===== src/rtl/core/dtm_pkg.sv =====
// Package for the detection-to-truth matcher: field widths, codes, FSM states.
// No dependencies; every other file in rtl/core refers to it by scoped names.
`default_nettype none

package dtm_pkg;

   localparam int FUNC_W = 2;
   localparam int IMG_W  = 16;
   localparam int THR_W  = 16;
   localparam int TOT_W  = 16;
   localparam int SLOT_W = 6;
   localparam int MISS_W = 7;

   localparam logic [THR_W-1:0] THR_RESET = 16'd32768;
   localparam logic [TOT_W-1:0] TOT_MAX   = 16'hFFFF;

   typedef enum logic [FUNC_W-1:0] {
      FUNC_LOAD        = 2'd0,
      FUNC_DETECT      = 2'd1,
      FUNC_CLEAR_MATCH = 2'd2,
      FUNC_CLEAR_TABLE = 2'd3
   } dtm_func_type;

   typedef enum logic [3:0] {
      S_IDLE,
      S_LOAD,
      S_CLEAR,
      S_DAREA,
      S_SCAN,
      S_CROSS_A,
      S_CROSS_B,
      S_CMP,
      S_THR,
      S_DECIDE
   } dtm_state_type;

   typedef enum logic [2:0] {
      MUL_NONE,
      MUL_BOX_AREA,
      MUL_INTER,
      MUL_CROSS_A,
      MUL_CROSS_B,
      MUL_THRESH
   } dtm_mul_op_type;

   typedef struct packed {
      logic tbl_we;
      logic flag_we;
      logic flag_wdata;
   } dtm_store_ctl_type;

endpackage

`default_nettype wire


===== src/rtl/core/dtm_mul_unit.sv =====
// Shared multiplier of the matcher: picks one operand pair per cycle by op code.
// Depends on dtm_pkg for the op codes and the threshold width.
`default_nettype none

module dtm_mul_unit #(
   parameter int SIDE_W = 13,
   parameter int AREA_W = 25
) (
   input  dtm_pkg::dtm_mul_op_type   op,
   input  logic [SIDE_W-1:0]         box_w,
   input  logic [SIDE_W-1:0]         box_h,
   input  logic [SIDE_W-1:0]         ovl_w,
   input  logic [SIDE_W-1:0]         ovl_h,
   input  logic [AREA_W-1:0]         inter,
   input  logic [AREA_W-1:0]         uni,
   input  logic [AREA_W-1:0]         best_inter,
   input  logic [AREA_W-1:0]         best_uni,
   input  logic [dtm_pkg::THR_W-1:0] thr,
   output logic [2*AREA_W-1:0]       prod
);

   localparam int PROD_W = 2 * AREA_W;

   logic [AREA_W-1:0] opa;
   logic [AREA_W-1:0] opb;

   always_comb begin
      case (op)
         dtm_pkg::MUL_BOX_AREA: begin
            opa = AREA_W'(box_w);
            opb = AREA_W'(box_h);
         end
         dtm_pkg::MUL_INTER: begin
            opa = AREA_W'(ovl_w);
            opb = AREA_W'(ovl_h);
         end
         // candidate inter times best union
         dtm_pkg::MUL_CROSS_A: begin
            opa = inter;
            opb = best_uni;
         end
         // best inter times candidate union
         dtm_pkg::MUL_CROSS_B: begin
            opa = best_inter;
            opb = uni;
         end
         dtm_pkg::MUL_THRESH: begin
            opa = AREA_W'(thr);
            opb = best_uni;
         end
         default: begin
            opa = '0;
            opb = '0;
         end
      endcase
   end

   assign prod = PROD_W'(opa) * PROD_W'(opb);

endmodule

`default_nettype wire


===== config.mk =====
export PLATFORM = sky130hd
export DESIGN_NAME = dtm_mul_unit
export DESIGN_NICKNAME = d
export VERILOG_FILES = /design/src/rtl/core/dtm_pkg.sv /design/src/rtl/core/dtm_mul_unit.sv
export SDC_FILE = /design/constraint.sdc
export NUM_CORES = 2
export LEC_CHECK = 0
export BUFFER_PORTS_ARGS = -buffer_cell sky130_fd_sc_hd__buf_2
export CAP_MARGIN = 20
export CORE_MARGIN = 2
export CORE_UTILIZATION = 45
export DETAILED_ROUTE_END_ITERATION = 10
export SYNTH_ARGS = -nofsm -noshare
export SYNTH_HDL_FRONTEND = slang
export SYNTH_SLANG_ARGS = --single-unit
export TNS_END_PERCENT = 10

===== constraint.sdc =====
create_clock -name vclk -period 10.39
set_input_delay 0.5195 -clock vclk [all_inputs]
set_output_delay 0.5195 -clock vclk [all_outputs]
set_load 0.02 [all_outputs]

; ---- After elaboration in Yosys (flattened, before gate mapping)
; Cells that the tools add are included.
[word_totals]
register_bits = 0
in_bits = 171
output_inout_bits = 50
word_cells = 9
[op_classes]
n_mul = 1
eq_ne = 5
n_mux = 2
n_reduce_logical = 1
[ops]
columns = cell, count
row1 = 25-bit one-hot mux with 5 select lines, 1
row2 = 25-bit one-hot mux with 4 select lines, 1
row3 = 25-bit by 25-bit multiplier with 50-bit output, 1
row4 = "3-bit by 2-bit equality test with 1-bit output, second input constant", 2
row5 = "3-bit equality test, second input constant", 2
row6 = "3-bit by 1-bit equality test with 1-bit output, second input constant", 1
row7 = 2-bit OR reduction, 1

; ---- Depth between registers and ports, before layout
[logic_depth]
ltp_word = 4
depth_mapped = 34
depth_no_buf = 30

; ---- Least setup slack after synthesis
; Ideal clock, no wire load.
[synth_timing]
path_type = input to output
startpoint = input port op[1]
endpoint = output port prod[48]
arrival_ns = 7.708
required_time_ns = 9.871
setup_slack_ns = 2.162
path_stages = 31
n_path_buf = 3
path_cell_list = buf_2 > inv_2 > nor2_1 > clkbuf_1 > nand2_1 > o21ai_0 > clkbuf_1 > nand2_1 > fa_1 > inv_1 > fa_1 > inv_1 > fa_1 > inv_1 > fa_1 > inv_1 > fa_1 > inv_1 > fa_1 > inv_1 > fa_1 > inv_1 > ha_1 > a21oi_1 > o21ai_0 > nor2_1 > a31oi_4 > a31oi_4 > o2bb2ai_2 > o41ai_2 > xor2_1
[synth_between]
elab_chain_cells = 4
word_cells_on_any_way = 9
cone_classes = mul: 1 / eq/ne: 5 / mux: 2 / reduce/logical: 1
[synth_rtl]
columns = item, line
row1 = "start, declared", dtm_mul_unit.sv:9  ; input dtm_pkg::dtm_mul_op_type op,
row2 = 3-bit equality test or 3-bit by 2-bit equality test with 1-bit output (tied branches), dtm_mul_unit.sv:28  ; case (op)
row3 = 2-bit OR reduction (no source line), -
row4 = 25-bit one-hot mux with 4 select lines, dtm_mul_unit.sv:28
row5 = 25-bit by 25-bit multiplier with 50-bit output *, dtm_mul_unit.sv:58  ; assign prod = PROD_W'(opa) * PROD_W'(opb);
row6 = "end, declared", dtm_mul_unit.sv:19  ; output logic [2*AREA_W-1:0] prod
; Mark *: on every way between the ends. The rest lies on a longest branch, timed or not.

; ---- Final worst setup path
[layout_timing]
startpoint = input port op[0]
endpoint = output port prod[48]
; Same word-level chain as after synthesis.

==> results.json <==
{
  "power_switching_w": 0.002460,
  "seq_cells": 0,
  "multi_input_area_sq_mm": 0.01889,
  "ys_warn_count": 0,
  "die-area_sq_mm": 0.05025,
  "max_freq_mhz": 102.8,
  "die_h_microns": 224.2,
  "cts.repair.resized": 0,
  "power_frac_comb": 1.000,
  "drv_slew": 0,
  "antenna_found_initial": 0,
  "power.density_mw_per_mm2": 159.9,
  "via_per_inst": 5.503,
  "routabilityCongestion": 0.9327,
  "switching_share": 0.6495,
  "seq_power_share": 0,
  "synth_nets": 3521,
  "synth.avg_cell_area_sq_um": 8.266,
  "wl_microns": 72380,
  "final.min_clock_period_ns": 9.728,
  "pin_count": 221,
  "diodes": 0,
  "clkbuf_count": 0,
  "ys_seq_area_frac": 0,
  "hold_path_class": "primary input to primary output",
  "max_slew_margin": 0.2482,
  "grt_pass1_wl_microns": 113100,
  "power.leakage_nw": 12.44,
  "setup_viol": 0,
  "worstPathMaxFanout": 35,
  "status": "finished clean",
  "nFillCells": 4669,
  "coreArea_sq_mm": 0.04775,
  "critPathArrivalTime_ns": 9.21,
  "finalNetCount": 3676,
  "std_cell_rows": 80,
  "max_cap_violations": 0,
  "finalCritPeriodShare": 0.9363,
  "grt_setup_unrepaired": "no",
  "num_vias": 18750,
  "path_class": "primary input to primary output",
  "synth_area_sq_mm": 0.02181,
  "drc": 0,
  "dp_hpwl_microns": 60830,
  "die_x_microns": 224.2,
  "final_hold_viol_count": 0,
  "worst_pin_slew_ns": 1.128,
  "ff_latch_area_sq_um": 0,
  "critical_path.startpoint_type": "primary input",
  "drtIter0Drc": 1348,
  "drt-pass1-iter-count": 6,
  "syn_inst": 2639,
  "grt-ovfl-total": 0,
  "cts_setup_buffers": 0,
  "grt_util_all_layers": 0.2947,
  "required_ns": 9.87,
  "ys_types": 62,
  "synthToLayoutAreaGrowth_pct": 8.610,
  "drive_gt1_frac": 0.1196,
  "hold_buffers": 0,
  "peakVddDrop_mv": 0.2486,
  "start_util": 0.4569,
  "grt_max_degree": 40,
  "internal-power_w": 0.001328,
  "portBuffers": 221,
  "postRouteAntennaNets": 0,
  "utilization": 0.4962,
  "p_clk_frac": 0,
  "wire_per_inst_microns": 21.24,
  "final.setup.tns_ns": 0,
  "crit_path_end_kind": "primary output",
  "min_path_cells": 5,
  "grt_pass1_vias": 19770
}
[layout make-up]
| cell class | instances | share of cell area |
|---|---|---|
| inverters | 650 | 0.1030 |
| multi-input cells | 1856 | 0.7973 |
| well taps | 615 | 0.03248 |
| repair buffers | 286 | 0.06728 |
[cell families after synthesis]
group,synth area share
compound gates,0.08512
xor+xnor,0.01967
fa+ha+maj,0.5888
buf+inv,0.1369
mux,0.02524
simple gates,0.1443
[placed cells by master (no fill, tap or decap), types with 6 or more instances in the layout]
master,Yosys,routed
a211oi_1,7,7
a21o_1,20,20
a21oi_1,60,60
a221o_1,15,15
a221oi_1,10,9
a22o_1,8,8
a22oi_1,17,17
a31oi_1,6,6
and2_1,30,30
buf_2,36,221
buf_4,0,65
fa_1,526,526
ha_1,185,185
inv_1,649,649
mux2_2,8,8
mux2i_1,46,46
nand2_1,447,447
nand3_1,9,9
nand4_1,9,9
nor2_1,248,246
nor2b_1,6,6
o211ai_1,6,6
o21a_1,14,14
o21ai_0,36,35
o21ai_1,19,20
o21bai_1,9,9
o22ai_2,0,6
or2_2,9,9
xnor2_1,28,28
xor2_1,21,21
[worst max-delay path, stage by stage]
cell and delay (ns):
buf_2 0.42, buf_4 0.51, mux2i_1 0.26, o21ai_0 0.76, buf_4 0.40, nand2_1 0.10, fa_1 0.53, inv_1 0.07
fa_1 0.49, inv_1 0.06, fa_1 0.50, fa_1 0.52, inv_1 0.06, fa_1 0.52, fa_1 0.50, inv_1 0.05
fa_1 0.47, inv_1 0.04, ha_1 0.41, nand2_1 0.10, o21ai_0 0.28, nor2_1 0.12, a31oi_4 0.30, a31oi_4 0.16
o2bb2ai_2 0.19, o41ai_2 0.46, xor2_1 0.18, buf_2 0.18
[power groups by stage]
stage / combinational (W) / sequential, W / clock, W
2_1_floorplan: 0.00257 / 0 / 0
3_3_place_gp: 0.00376 / 0 / 0
3_5_place_dp: 0.00380 / 0 / 0
4_1_cts: 0.00382 / 0 / 0
5_1_grt: 0.00418 / 0 / 0
6_report: 0.00379 / 0 / 0
[synth_stat cells, drive strengths merged (10+ instances only)]
library cell  count  share of area
a21o             20         0.0069
a21oi            61          0.014
a221o            15         0.0069
a221oi           13         0.0061
a22oi            17         0.0059
and2             31         0.0090
buf              39         0.0088
clkbuf           94          0.016
fa              526           0.48
ha              185           0.11
inv             650           0.11
mux2i            46          0.021
nand2           448          0.077
nor2            249          0.043
o21a             14         0.0048
o21ai            56          0.013
or2              10         0.0029
xnor2            28          0.011
xor2             21         0.0084
[per-layer routing]
metal	routed length [microns]	global-route usage	up-vias
li1	-	-	8165
met1	28440	0.3925	9430
met2	34330	0.4907	999
met3	6313	0.03869	155
met4	3296	0.1139	0
met5	0	0	-
[path summary, 6_finish.rpt]
check / start / to / slack [ns]
worst max-delay path: op[0] / prod[48] / 0.66
worst min-delay path: thr[0] / prod[0] / 1.66
[through the flow]
step	instance area, sq um	hold slack, ns	total power, W	cells	worst slack (ns)
finish	23690	1.662	0.003788	3407	0.6622
global route	23690	1.692	0.004180	3407	0.2571
CTS	23690	1.668	0.003824	3407	0.7406
detailed placement	23690	1.668	0.003799	3407	0.8036
global placement	23690	1.669	0.003764	3407	0.8566
floorplan	21810	1.454	0.002570	2639	2.162
(Power assumes the default switching activity.)
